<file path="src/rtl/core/mpe_pkg.sv">
// Shared types, codes and helpers for the execute block.
package mpe_pkg;

  localparam int REG_COUNT_DEF  = 256;
  localparam int DATA_WORDS_DEF = 1024;
  localparam int PC_BITS_DEF    = 16;
  localparam int QUEUE_DEPTH    = 2;

  localparam logic [7:0] OP_HALT     = 8'h00;
  localparam logic [7:0] OP_ADD      = 8'h01;
  localparam logic [7:0] OP_SUB      = 8'h02;
  localparam logic [7:0] OP_MUL      = 8'h03;
  localparam logic [7:0] OP_UDIV     = 8'h04;
  localparam logic [7:0] OP_LOAD     = 8'h05;
  localparam logic [7:0] OP_STORE    = 8'h06;
  localparam logic [7:0] OP_MOVE_S1  = 8'h07;
  localparam logic [7:0] OP_ADDI     = 8'h09;
  localparam logic [7:0] OP_SUBI     = 8'h0A;
  localparam logic [7:0] OP_MULI     = 8'h0B;
  localparam logic [7:0] OP_UDIVI    = 8'h0C;
  localparam logic [7:0] OP_LOADI    = 8'h0D;
  localparam logic [7:0] OP_STOREI   = 8'h0E;
  localparam logic [7:0] OP_MOVE_S2  = 8'h0F;
  localparam logic [7:0] OP_BR_FIRST = 8'h10;
  localparam logic [7:0] OP_BR_LAST  = 8'h1E;

  localparam logic [1:0] ST_RUN     = 2'd0;
  localparam logic [1:0] ST_HALT    = 2'd1;
  localparam logic [1:0] ST_DIVZERO = 2'd2;
  localparam logic [1:0] ST_INVALID = 2'd3;

  typedef enum logic [3:0] {
    CL_HALT, CL_ADD, CL_SUB, CL_MUL, CL_DIV, CL_LOAD, CL_STORE, CL_MOVE,
    CL_BRANCH, CL_INVALID
  } op_class_e;

  typedef enum logic [3:0] {
    CC_EQ, CC_NE, CC_CS, CC_CC, CC_MI, CC_PL, CC_VS, CC_VC,
    CC_HI, CC_LS, CC_GE, CC_LT, CC_GT, CC_LE, CC_AL
  } cond_e;

  typedef enum logic [2:0] {
    S_CLEAR, S_IDLE, S_EXEC, S_DIV, S_LOAD, S_DONE
  } back_state_e;

  typedef struct packed {
    logic [7:0] op_code;
    logic [7:0] dest_field;
    logic [7:0] first_source;
    logic [7:0] second_source;
  } instr_t;

  typedef struct packed {
    logic [15:0] next_pc;
    logic [1:0]  status;
    logic        reg_write;
    logic [7:0]  reg_index;
    logic [31:0] reg_value;
    logic        mem_write;
    logic [31:0] mem_address;
    logic [31:0] mem_value;
    logic        flag_zero;
    logic        flag_negative;
    logic        flag_carry;
    logic        flag_overflow;
  } result_t;

  typedef struct packed {
    logic n;
    logic z;
    logic c;
    logic v;
  } flags_t;

  // Decoded word; register indices already reduced to the register count
  typedef struct packed {
    op_class_e  cls;
    logic       imm;
    cond_e      cond;
    logic [7:0] dest;
    logic [7:0] src1;
    logic [7:0] src2;
  } dec_t;

  typedef struct packed {
    logic clearing;
    logic res_valid;
  } back_out_t;

  function automatic logic cond_holds(cond_e c, flags_t f);
    logic r;
    case (c)
      CC_EQ:   r = f.z;
      CC_NE:   r = !f.z;
      CC_CS:   r = f.c;
      CC_CC:   r = !f.c;
      CC_MI:   r = f.n;
      CC_PL:   r = !f.n;
      CC_VS:   r = f.v;
      CC_VC:   r = !f.v;
      CC_HI:   r = f.c && !f.z;
      CC_LS:   r = !f.c || f.z;
      CC_GE:   r = (f.n == f.v);
      CC_LT:   r = (f.n != f.v);
      CC_GT:   r = !f.z && (f.n == f.v);
      CC_LE:   r = f.z || (f.n != f.v);
      default: r = 1'b1;
    endcase
    return r;
  endfunction

endpackage

</file>
<file path="src/rtl/core/mpe_front.sv">
// Front end: takes instruction words, classifies them and reduces register indices.
module mpe_front #(
  parameter int REG_COUNT = mpe_pkg::REG_COUNT_DEF
) (
  input  logic           clk_i,
  input  logic           rst_ni,
  input  logic           accept_i,
  input  mpe_pkg::instr_t instr_i,
  input  logic           q_full_i,
  output logic           q_push_o,
  output mpe_pkg::dec_t  q_item_o,
  output logic           busy_o
);
  import mpe_pkg::*;

  logic  valid_q, valid_d;
  dec_t  item_q;
  dec_t  dec;

  // Register count must lie in 16..256 (the block does not enforce it), so four conditional subtracts suffice
  function automatic logic [7:0] rmod(logic [7:0] f);
    logic [12:0] r;
    r = 13'(f);
    for (int k = 3; k >= 0; k--) begin
      if (r >= 13'(REG_COUNT << k)) begin
        r = r - 13'(REG_COUNT << k);
      end
    end
    return r[7:0];
  endfunction

  always_comb begin
    dec.imm  = instr_i.op_code[3];
    dec.cond = cond_e'(instr_i.op_code[3:0]);
    dec.dest = rmod(instr_i.dest_field);
    dec.src1 = rmod(instr_i.first_source);
    dec.src2 = instr_i.second_source;
    case (instr_i.op_code)
      OP_HALT:                dec.cls = CL_HALT;
      OP_ADD, OP_ADDI:        dec.cls = CL_ADD;
      OP_SUB, OP_SUBI:        dec.cls = CL_SUB;
      OP_MUL, OP_MULI:        dec.cls = CL_MUL;
      OP_UDIV, OP_UDIVI:      dec.cls = CL_DIV;
      OP_LOAD, OP_LOADI:      dec.cls = CL_LOAD;
      OP_STORE, OP_STOREI:    dec.cls = CL_STORE;
      OP_MOVE_S1, OP_MOVE_S2: dec.cls = CL_MOVE;
      default: begin
        if (instr_i.op_code inside {[OP_BR_FIRST:OP_BR_LAST]}) begin
          dec.cls = CL_BRANCH;
        end else begin
          dec.cls = CL_INVALID;
        end
      end
    endcase
    // Register operand for the second source; immediate forms and branches keep the raw byte
    if (!dec.imm && dec.cls != CL_BRANCH) begin
      dec.src2 = rmod(instr_i.second_source);
    end
    // Move of the first source byte keeps it raw
    if (instr_i.op_code == OP_MOVE_S1) begin
      dec.src1 = instr_i.first_source;
    end
  end

  assign q_push_o = valid_q && !q_full_i;
  assign q_item_o = item_q;
  assign busy_o   = valid_q && q_full_i;

  always_comb begin
    valid_d = valid_q;
    if (accept_i) begin
      valid_d = 1'b1;
    end else if (q_push_o) begin
      valid_d = 1'b0;
    end
  end

  always_ff @(posedge clk_i or negedge rst_ni) begin
    if (!rst_ni) begin
      valid_q <= 1'b0;
    end else begin
      valid_q <= valid_d;
    end
  end

  always_ff @(posedge clk_i) begin
    if (accept_i) begin
      item_q <= dec;
    end
  end

endmodule

</file>
<file path="config.mk">
export PLATFORM = sky130hd
export DESIGN_NAME = mpe_front
export DESIGN_NICKNAME = d
export VERILOG_FILES = /design/src/rtl/core/mpe_pkg.sv /design/src/rtl/core/mpe_front.sv
export SDC_FILE = /design/constraint.sdc
export NUM_CORES = 1
export LEC_CHECK = 0
export BUFFER_PORTS_ARGS = -buffer_cell sky130_fd_sc_hd__buf_4
export CORE_ASPECT_RATIO = 0.75
export CORE_MARGIN = 2
export CORE_UTILIZATION = 40
export CTS_CLUSTER_DIAMETER = 100
export CTS_CLUSTER_SIZE = 14
export DETAILED_ROUTE_END_ITERATION = 8
export GPL_TIMING_DRIVEN = 0
export PLACE_DENSITY = 0.75
export SETUP_SLACK_MARGIN = 0.02
export SYNTH_ARGS = -nofsm -noshare
export SYNTH_HDL_FRONTEND = slang
export SYNTH_SLANG_ARGS = --single-unit
</file>
<file path="constraint.sdc">
create_clock -name clk_i -period 0.93 [get_ports clk_i]
set_input_delay 0 -clock clk_i [delete_from_list [all_inputs] [get_ports clk_i]]
set_output_delay 0 -clock clk_i [all_outputs]
set_load 0.01 [all_outputs]
</file>
==> reports/results.txt <==
Inserted Clock Buffers: 5
Inst Count DP: 153
DIE WIDTH: 64.0 um
Startpoint types: flip-flop
Final period util: 107%
Final setup vio count: 3
Most common cell after layout, fill and taps aside: buf_4
Worst-path maximum fanout: 2
Dpl cell area: 0.00165 mm^2
Post-Syn Area: 0.00108 mm^2
CTS Sinks: 33
Clock transition at the registers of the reported paths: 0.09 ns
Run status: complete, but fails checks
H-Tree Depth: 2
Most frequent cells in the layout: buf_4, dlygate4sd3_1, edfxtp_1
Yosys top cell by area: edfxtp_1
Initial DRC Count: 33
Kind of critical path: reg -> out
GRT overflow: 0
Final wirelength: 2.92 mm
Row count: 16
Die Height: 49.0 um
Clk_lat worst skew: 0.33 ns
Fin Clk Skew: 0 ns
DP HPWL: 1.63 mm
CTS Root Cell: clkbuf_4
Fmax achieved: 1.01 GHz
Area of the multi-input gates: 90.1 um^2
Io pins: 71
CP Data Required Time: 0.93 ns
Share of cells above drive strength 1: 51.6%
Post-place setup slack: -0.0482 ns
Pleak: 0.901 nW
Mapped Avg Cell Area: 22.9 um^2
Worst path arrival time: 0.99 ns
Yosys reg bits: 33
Power Density: 1600 mW/mm^2
Critical path capture point type: output pin
Mapped Cells: 47
First-pass GRT wire length: 4.33 mm
Diode count: 0
Sequential share of the synthesized area: 91.4%
Failing checks: negative setup slack
Final Hold Viols: 0
Final Max Slew Viols: 0
Final Cell Area: 0.00214 mm^2
Filler instances: 136
Hold_ws: 0.0155 ns
GRT Util Overall: 19.7%
Peak supply drop: 0.986 mV
Initial antenna violation count: 0
Share of the synthesized area in the top cell type: 89.1%
Final Util: 82.8%
Least-Margin Pin Slew: 0.409 ns
RePlAce Congestion: 0.653
Hold-fix buffers at CTS: 32
Vias: 851
Yosys warns: 0
Worst slew margin: 72.7%
Maxcap violations: 0
Maximum root-to-sink buffer count: 2
Pin count of the biggest net entering global routing: 34
# DRC: 0
Drt first pass iters: 4
ANT nets after route: 0
Yosys cell types: 14
Core area: 0.00258 mm^2
Number of global-route vias before repair: 880
Drt via density: 4.41
Layout Cells excl Fill: 193
Tmin final: 0.993 ns
Register area: 986 um^2
RSZ-0062 raised after global routing: yes
Starting Density: 41.8%
R2r setup slk: 0.09 ns
Post-CTS setup buffers: 0
Die ar.: 0.00313 mm^2
Average wire per standard cell: 15.1 um
Worst min path class: in -> reg
Clock tree from TritonCTS: done
Net Count, Synth: 83
Syn-to-layout area delta: 98.4%
Synth area leaders: edfxtp_1, dfrtp_1, and2_1
Setup ws final: -0.0633 ns
PortBufs: 70
Final nets: 192
==> worst paths after layout <==
check,from,end,cells past startpoint
max,q_item_o[28],q_item_o[28],2
min,q_full_i,valid_q,3
max reg2reg,valid_q,valid_q,2
min reg2reg,valid_q,valid_q,2
max in group asynchronous,rst_ni,valid_q,3
min in group asynchronous,rst_ni,valid_q,3
==> routing by layer <==
metal,routed length (um),global-route usage [%],part of all wire [%],vias to the layer above
met1,1140,20.2,39,396
met5,0,0,0,-
met4,54,5.43,1.8,0
met3,249,9.93,8.5,7
li1,-,-,-,398
met2,1470,35.2,50,50
==> critical path, cell delays in order (launching register included) <==
cell and delay [ns]:
edfxtp_1 0.42, buf_6 0.14, buf_6 0.11
==> report_power, final <==
| part | internal (mW) | leakage [nW] | switching, mW |
|---|---|---|---|
| Combinational | 0.382 | 0.537 | 0.199 |
| Sequential | 1.76 | 0.324 | 0.0490 |
| Clock | 0.559 | 0.0399 | 0.471 |
| Total | 2.70 | 0.901 | 0.719 |
==> stage by stage <==
stage	setup TNS [ns]	total power, mW
final	-0.153	3.42
after global routing	-0.357	3.54
after CTS	-0.177	3.35
after detailed placement	-0.0797	2.23
after global placement	-0.0766	2.22
after floorplan	0	1.91
==> final cells by class <==
type	instances	area share, %
clock buffer	6	1.93
sequential	33	46.1
buffer	1	0.526
clock inverter	2	1.58
multi-input combinational	13	4.21
timing repair buffer	102	43.6
tap	36	2.11
==> timing repair <==
item	4_1_cts	5_1_grt
endpoints found under the setup margin	3	27
resized for setup	4	22
endpoints found under the hold margin	33	1
==> synthesized netlist by cell type <==
| cell type | instances |
|---|---|
| edfxtp_1 | 32 |
| nor2_2 | 1 |
| or2_2 | 1 |
| nor3_1 | 1 |
| nor2b_1 | 1 |
| or3_4 | 1 |
| and2_1 | 3 |
| nand3_1 | 1 |
| nand2_1 | 1 |
| buf_4 | 1 |
| dfrtp_1 | 1 |
| a211o_1 | 1 |
| nand2b_1 | 1 |
| o31ai_1 | 1 |
==> state kept, by name, indices dropped and copies added (netlist names) <==
name,count
valid_q,1
q_item_o,32
==> kinds of logic (layout without fill, tap and decap cells) <==
| family | after synthesis | count (layout) | share of synthesized area [%] |
|---|---|---|---|
| compound gates | 2 | 2 | 1.51 |
| buf+inv | 1 | 111 | 0.696 |
| flops | 33 | 33 | 91.4 |
| simple gates | 11 | 11 | 6.38 |
No activity file was read; power rests on OpenSTA's default activity.
