<file path="src/rtl/core/mpe_pkg.sv">
// Shared types, codes and helpers for the execute block.
package mpe_pkg;

  localparam int REG_COUNT_DEF  = 256;
  localparam int DATA_WORDS_DEF = 1024;
  localparam int PC_BITS_DEF    = 16;
  localparam int QUEUE_DEPTH    = 2;

  localparam logic [7:0] OP_HALT     = 8'h00;
  localparam logic [7:0] OP_ADD      = 8'h01;
  localparam logic [7:0] OP_SUB      = 8'h02;
  localparam logic [7:0] OP_MUL      = 8'h03;
  localparam logic [7:0] OP_UDIV     = 8'h04;
  localparam logic [7:0] OP_LOAD     = 8'h05;
  localparam logic [7:0] OP_STORE    = 8'h06;
  localparam logic [7:0] OP_MOVE_S1  = 8'h07;
  localparam logic [7:0] OP_ADDI     = 8'h09;
  localparam logic [7:0] OP_SUBI     = 8'h0A;
  localparam logic [7:0] OP_MULI     = 8'h0B;
  localparam logic [7:0] OP_UDIVI    = 8'h0C;
  localparam logic [7:0] OP_LOADI    = 8'h0D;
  localparam logic [7:0] OP_STOREI   = 8'h0E;
  localparam logic [7:0] OP_MOVE_S2  = 8'h0F;
  localparam logic [7:0] OP_BR_FIRST = 8'h10;
  localparam logic [7:0] OP_BR_LAST  = 8'h1E;

  localparam logic [1:0] ST_RUN     = 2'd0;
  localparam logic [1:0] ST_HALT    = 2'd1;
  localparam logic [1:0] ST_DIVZERO = 2'd2;
  localparam logic [1:0] ST_INVALID = 2'd3;

  typedef enum logic [3:0] {
    CL_HALT, CL_ADD, CL_SUB, CL_MUL, CL_DIV, CL_LOAD, CL_STORE, CL_MOVE,
    CL_BRANCH, CL_INVALID
  } op_class_e;

  typedef enum logic [3:0] {
    CC_EQ, CC_NE, CC_CS, CC_CC, CC_MI, CC_PL, CC_VS, CC_VC,
    CC_HI, CC_LS, CC_GE, CC_LT, CC_GT, CC_LE, CC_AL
  } cond_e;

  typedef enum logic [2:0] {
    S_CLEAR, S_IDLE, S_EXEC, S_DIV, S_LOAD, S_DONE
  } back_state_e;

  typedef struct packed {
    logic [7:0] op_code;
    logic [7:0] dest_field;
    logic [7:0] first_source;
    logic [7:0] second_source;
  } instr_t;

  typedef struct packed {
    logic [15:0] next_pc;
    logic [1:0]  status;
    logic        reg_write;
    logic [7:0]  reg_index;
    logic [31:0] reg_value;
    logic        mem_write;
    logic [31:0] mem_address;
    logic [31:0] mem_value;
    logic        flag_zero;
    logic        flag_negative;
    logic        flag_carry;
    logic        flag_overflow;
  } result_t;

  typedef struct packed {
    logic n;
    logic z;
    logic c;
    logic v;
  } flags_t;

  // Decoded word; register indices already reduced to the register count
  typedef struct packed {
    op_class_e  cls;
    logic       imm;
    cond_e      cond;
    logic [7:0] dest;
    logic [7:0] src1;
    logic [7:0] src2;
  } dec_t;

  typedef struct packed {
    logic clearing;
    logic res_valid;
  } back_out_t;

  function automatic logic cond_holds(cond_e c, flags_t f);
    logic r;
    case (c)
      CC_EQ:   r = f.z;
      CC_NE:   r = !f.z;
      CC_CS:   r = f.c;
      CC_CC:   r = !f.c;
      CC_MI:   r = f.n;
      CC_PL:   r = !f.n;
      CC_VS:   r = f.v;
      CC_VC:   r = !f.v;
      CC_HI:   r = f.c && !f.z;
      CC_LS:   r = !f.c || f.z;
      CC_GE:   r = (f.n == f.v);
      CC_LT:   r = (f.n != f.v);
      CC_GT:   r = !f.z && (f.n == f.v);
      CC_LE:   r = f.z || (f.n != f.v);
      default: r = 1'b1;
    endcase
    return r;
  endfunction

endpackage

</file>
<file path="src/rtl/core/mpe_queue.sv">
// Short queue of decoded words between front and back.
module mpe_queue (
  input  logic          clk_i,
  input  logic          rst_ni,
  input  logic          push_i,
  input  mpe_pkg::dec_t item_i,
  output logic          full_o,
  input  logic          pop_i,
  output mpe_pkg::dec_t item_o,
  output logic          empty_o
);
  import mpe_pkg::*;

  localparam int PTR_W = $clog2(QUEUE_DEPTH);

  dec_t             slot_q [QUEUE_DEPTH];
  logic [PTR_W-1:0] wr_q, rd_q;
  logic [PTR_W:0]   cnt_q;

  assign full_o  = (cnt_q == (PTR_W+1)'(QUEUE_DEPTH));
  assign empty_o = (cnt_q == '0);
  assign item_o  = slot_q[rd_q];

  always_ff @(posedge clk_i or negedge rst_ni) begin
    if (!rst_ni) begin
      wr_q  <= '0;
      rd_q  <= '0;
      cnt_q <= '0;
    end else begin
      if (push_i) begin
        wr_q <= (wr_q == PTR_W'(QUEUE_DEPTH - 1)) ? '0 : wr_q + 1'b1;
      end
      if (pop_i) begin
        rd_q <= (rd_q == PTR_W'(QUEUE_DEPTH - 1)) ? '0 : rd_q + 1'b1;
      end
      if (push_i && !pop_i) begin
        cnt_q <= cnt_q + 1'b1;
      end else if (pop_i && !push_i) begin
        cnt_q <= cnt_q - 1'b1;
      end
    end
  end

  always_ff @(posedge clk_i) begin
    if (push_i) begin
      slot_q[wr_q] <= item_i;
    end
  end

endmodule

</file>
<file path="config.mk">
export PLATFORM = sky130hd
export DESIGN_NAME = mpe_queue
export DESIGN_NICKNAME = d
export VERILOG_FILES = /design/src/rtl/core/mpe_pkg.sv /design/src/rtl/core/mpe_queue.sv
export SDC_FILE = /design/constraint.sdc
export NUM_CORES = 1
export LEC_CHECK = 0
export ABC_AREA = 1
export BUFFER_PORTS_ARGS = -buffer_cell sky130_fd_sc_hd__buf_4
export CAP_MARGIN = 30
export CORE_ASPECT_RATIO = 0.7
export CORE_MARGIN = 1
export CORE_UTILIZATION = 30
export CTS_CLUSTER_DIAMETER = 60
export DETAILED_ROUTE_END_ITERATION = 8
export PLACE_DENSITY = 0.53
export SLEW_MARGIN = 20
export SYNTH_ARGS = -nofsm -noshare
export SYNTH_HDL_FRONTEND = slang
export SYNTH_SLANG_ARGS = --single-unit
</file>
<file path="constraint.sdc">
create_clock -name clk_i -period 2.7 [get_ports clk_i]
set_input_delay 0.135 -clock clk_i [delete_from_list [all_inputs] [get_ports clk_i]]
set_output_delay 0.135 -clock clk_i [all_outputs]
set_load 0.02 [all_outputs]
</file>
==> impl_metrics.ini, run 1 <==
[clocking]
cts_tree = done
cts_max_path_buffers = 2
hold_buffers = 33
insertion_delay_ns = 0.32
path_clk_slew_ns = 0.05
numCtsBuffers = 9
root_buffer = clkbuf_16
post_cts_resize_count = 0
htreeDepth = 3
clock_sinks = 70
cts_setup_buffers = 0

[critical_path]
cp-start-kind = flop
worst_setup_path_end_kind = output port
slowest_delay_ns = 0.67
critical_path_arrival_ns = 1.79
path_class = reg2out
crit_family = flip-flops
r2r_slack_ns = 1.20
critPathBufInv = 2
path_cells = buf_12 > mux2_2 > buf_4
cp_slowest_cell = dfrtp_2
cp_data_required_time_ns = 2.57
crit_fanout = 20

[global_routing]
grt_max_degree = 21
grt_pass1_vias = 1559
antenna_found_initial = 0
overflow = 0
grt_first_pass_wirelength_um = 7650
grt_use_total = 0.115

[run]
cap_violations = 0

[yosys]
syn_inst = 128
synth_area_um2 = 2740
yosysSeqAreaShare = 0.760
avgSynthCellArea_um2 = 21.4
yosysWarnings = 0
syn_nets = 166
netlist-cell-type-count = 14
synth-seq-cells = 70

[route]
first_pass_iters = 4
vias_per_cell = 3.95
ant_nets = 0
totalWireLength_um = 4920
routedWlPerCell_um = 13.4
num_vias = 1453
initialDrtViolationCount = 31
drc = 0

[sta]
tns_ns = 0
drv_slew = 0
max_freq_mhz = 521
tightest_slew_ns = 0.562
rsz0062_at_grt = no
setup_viol = 0
min_period_ns = 1.92
period_share = 0.711
max_slew_margin = 0.625
finalClockSkew_ns = 0.00556
hold_viol_final = 0

[final_layout]
layout-drive-gt1-share = 0.496
fin_util = 0.467
antenna_cells = 0
num-fill-cells = 755
fin_nets = 282
syn_to_final_growth_pct = 47.6

[floorplan]
rows = 28
fp.dieH_um = 82.0
start_util = 0.317
die_area_um2 = 9530
design.core.area_um2 = 8650
pin_count = 72
die_w_um = 116

[power_and_ir_drop]
peakVddDrop_v = 0.000506
p_leak_nw = 1.65
cellPowerDensity_nw_per_um2 = 1040
power_mw = 4.20

[placed_design]
gp_congestion = 0.628
port_buffers = 71
post-dp-hpwl_um = 3220

[min_path]
hp-class = in2reg

[status]
outcome = completed
report_power, final:
part	internal, mW	leakage (nW)	switching [mW]	total [mW]
sequential	1.45	0.666	0.128	1.58
clock	0.795	0.144	0.390	1.19
combinational	0.747	0.842	0.689	1.44
total	2.99	1.65	1.21	4.20
cells in the mapped netlist, drive strengths merged:
cell type | count | area, um2
nor2 | 3 | 11.3
dfrtp | 4 | 100
nand2 | 5 | 18.8
mux2 | 33 | 480
inv | 7 | 26.3
xnor2 | 1 | 8.76
edfxtp | 66 | 1980
nand3 | 1 | 5.00
ha | 1 | 12.5
buf | 4 | 71.3
nand4 | 1 | 6.26
xor2 | 2 | 17.5
state kept, by name, indices dropped and copies added (netlist names):
signal,flops
slot_q,66
cnt_q,2
rd_q,1
wr_q,1
per-stage QoR:
step	hold slack (ns)	instance area, um2	setup slack, ns	cells
after floorplan	-0.161	2740	0.470	128
after global placement	-0.0596	3410	1.10	320
after detailed placement	-0.0650	3410	1.09	320
after CTS	0.00161	4050	0.737	368
after global routing	0.000181	4050	0.685	368
final	0.0136	4050	0.779	368
area by class of cell:
type                       instances  area, um2  share of cell area
tap                              120        150              0.0371
inverter                           7       26.3             0.00650
timing repair buffer             109        913               0.226
clock buffer                      10        229              0.0566
sequential                        70       2080               0.515
clock inverter                     5       75.1              0.0186
multi-input combinational         47        568               0.140
cells in the final DEF (no fill, tap or decap), types with 3 or more instances in the layout:
master / instances
mux2_4: 29
edfxtp_1: 66
inv_1: 7
nand2_1: 5
clkbuf_16: 9
dfrtp_1: 3
buf_4: 75
dlygate4sd3_1: 33
mux2_2: 4
path summary, 6_finish.rpt:
kind / startpoint / end / depth (start not counted)
setup / recovery: rd_q / item_o[12] / 3
hold / removal: item_i[27] / slot_q[1][27] / 1
setup reg to reg: wr_q / slot_q[0][7] / 2
hold reg to reg: cnt_q[1] / cnt_q[1] / 2
max in group asynchronous: rst_ni / rd_q / 2
min in group asynchronous: rst_ni / cnt_q[1] / 2
layer usage:
layer,share of wire,vias to the layer above,track usage
met5,0,-,0
met1,0.46,678,0.135
met2,0.44,54,0.176
met4,0.014,0,0.0462
li1,-,714,-
met3,0.084,7,0.0605
cells by family (layout without fill, tap and decap cells):
| family | count (synthesis) | in the layout | synth area share |
|---|---|---|---|
| buf+inv | 11 | 131 | 0.0356 |
| simple gates | 10 | 10 | 0.0151 |
| flops | 70 | 70 | 0.760 |
| fa+ha+maj | 1 | 1 | 0.00457 |
| mux | 33 | 33 | 0.175 |
| xor+xnor | 3 | 3 | 0.00959 |
No activity file was read; power rests on OpenSTA's default activity.
==> inputs of run 2 (changes only) <==
--- a/config.mk
+++ b/config.mk
@@ -13,7 +13,7 @@
 export CORE_UTILIZATION = 30
 export CTS_CLUSTER_DIAMETER = 60
 export DETAILED_ROUTE_END_ITERATION = 8
-export PLACE_DENSITY = 0.53
+export PLACE_DENSITY = 0.55
 export SLEW_MARGIN = 20
 export SYNTH_ARGS = -nofsm -noshare
 export SYNTH_HDL_FRONTEND = slang
==> constraint.sdc (replaced) <==
create_clock -name clk_i -period 1.64 [get_ports clk_i]
set_input_delay 0.082 -clock clk_i [delete_from_list [all_inputs] [get_ports clk_i]]
set_output_delay 0.082 -clock clk_i [all_outputs]
set_load 0.02 [all_outputs]
==> run 2 against run 1 <==
- clock-buffer cell count rose by 3
- sequential power rose by 61%
- worst setup slack got worse by 0.74 ns
- register-to-register slack got worse by 0.81 ns
- flip-flop and latch count did not move
- core utilization rose by 0.82 points
- critical endpoint unchanged
- largest power group is now combinational logic
- highest routed layer unchanged
==> impl_metrics.ini, run 2 (same netlist as run 1, synthesis figures left out) <==
[status]
outcome = completed

[clocking]
root_buffer = clkbuf_16
cts_max_path_buffers = 2
htreeDepth = 3
clock_sinks = 70
numCtsBuffers = 9
insertion_delay_ns = 0.33
path_clk_slew_ns = 0.05
cts_tree = done

[critical_path]
cp_data_required_time_ns = 1.56
rr_startpoint = wr_q
cp-start-kind = flop
cp_slowest_cell = dfrtp_2
r2r_cells = 2
path_class = reg2out
worst_setup_path_end_kind = output port
crit_fanout = 10
rr_endpoint = slot_q[0][17]
path_depth = 3
path_cells = buf_12 > mux2_2 > buf_6
critical_path_arrival_ns = 1.52
crit_family = flip-flops
critPathBufInv = 2
r2r_slack_ns = 0.39
slowest_delay_ns = 0.52

[run]
cap_violations = 0

[final_layout]
final_cell_mix = buf_4, edfxtp_1, dlygate4sd3_1, mux2_4, clkbuf_16
largest_register_ff_count = 66
layout-drive-gt1-share = 0.488
fin_nets = 291
antenna_cells = 0
regMostFlops = slot_q
num-fill-cells = 758
reg_top3 = slot_q x66, cnt_q x2
final_common_cell = buf_4
syn_to_final_growth_pct = 50.2

[placed_design]
post-dp-hpwl_um = 3330
gp_congestion = 0.635
port_buffers = 71

[sta]
tns_ns = 0
max_freq_mhz = 624
period_share = 0.977
hold_viol_final = 0
drv_slew = 0
rsz0062_at_grt = no
tightest_slew_ns = 0.296
min_period_ns = 1.60
max_slew_margin = 0.803
setup_viol = 0
finalClockSkew_ns = 0.00200

[route]
num_vias = 1523
ant_nets = 0
first_pass_iters = 4
initialDrtViolationCount = 73
routedWlPerCell_um = 13.4
totalWireLength_um = 5060
vias_per_cell = 4.03
drc = 0

[global_routing]
overflow = 0
grt_pass1_vias = 1555
antenna_found_initial = 0
grt_max_degree = 23
grt_first_pass_wirelength_um = 7760
grt_use_total = 0.118

[power_and_ir_drop]
p_leak_nw = 1.69
peakVddDrop_v = 0.000678
power_mw = 6.85
cellPowerDensity_nw_per_um2 = 1660

[floorplan]
die_w_um = 116
pin_count = 72
design.core.area_um2 = 8650
die_area_um2 = 9530
start_util = 0.317
fp.dieH_um = 82.0
rows = 28

[min_path]
hp-class = in2async
[run 2: cell types whose count changed in the layout (fill, tap and decap cells not counted)]
cell,before,now
clkbuf_1,1,4
clkinvlp_4,1,0
dlygate4sd3_1,33,36
buf_6,0,3
bufinv_16,2,0
buf_12,1,4
clkinv_1,2,3
[run 2: repair_timing]
item / CTS / global route
hold buffers: 36 / 0
resized for setup: 0 / 3
hold endpoints to repair: 72 / 0
setup endpoints to repair: 27 / 3
setup buffers: 4 / 0
[run 2: power by group]
| part | switching [mW] | total [mW] | internal [mW] |
|---|---|---|---|
| logic | 1.23 | 2.65 | 1.42 |
| clock network | 0.640 | 1.65 | 1.01 |
| registers | 0.167 | 2.55 | 2.38 |
[run 2: metal layers]
| metal | share of wire | vias up | global-route usage |
|---|---|---|---|
| li1 | - | 731 | - |
| met1 | 0.47 | 721 | 0.145 |
| met2 | 0.42 | 63 | 0.169 |
| met3 | 0.088 | 8 | 0.0649 |
| met4 | 0.017 | 0 | 0.0538 |
| met5 | 0 | - | 0 |
[run 2: per-stage QoR]
stage / setup slack [ns] / util / hold WS, ns / cell area, um2 / std cells
floorplan: 0.136 / - / -0.214 / 2750 / 128
global placement: 0.309 / 0.400 / -0.115 / 3460 / 322
detailed placement: 0.301 / 0.400 / -0.117 / 3460 / 322
CTS: 0.00728 / 0.474 / 0.0739 / 4110 / 378
global route: 0.00271 / 0.476 / 0.0832 / 4120 / 378
finish: 0.0385 / 0.476 / 0.0917 / 4120 / 378
[run 2: worst max path at each step]
stage	start	endpoint	slack (ns)
global placement	rd_q	item_o[12]	0.31
CTS	rd_q	item_o[12]	0.007
finish	rd_q	item_o[12]	0.04
floorplan	wr_q	slot_q[1][0]	0.14
detailed placement	rd_q	item_o[12]	0.30
global route	rd_q	item_o[12]	0.003
[run 2: final cells by class]
class,instances,area (um2),area share
Multi-Input combinational cell,47,568,0.138
Sequential cell,70,2080,0.506
Clock buffer,13,240,0.0584
Timing Repair Buffer,118,1040,0.252
Inverter,7,26.3,0.00638
Clock inverter,3,11.3,0.00274
Tap cell,120,150,0.0365
[run 2: worst reg2reg max path, cell delays in order (launching register included)]
cell and delay [ns]:
dfrtp_1 0.43, nor2_4 0.29, buf_12 0.22
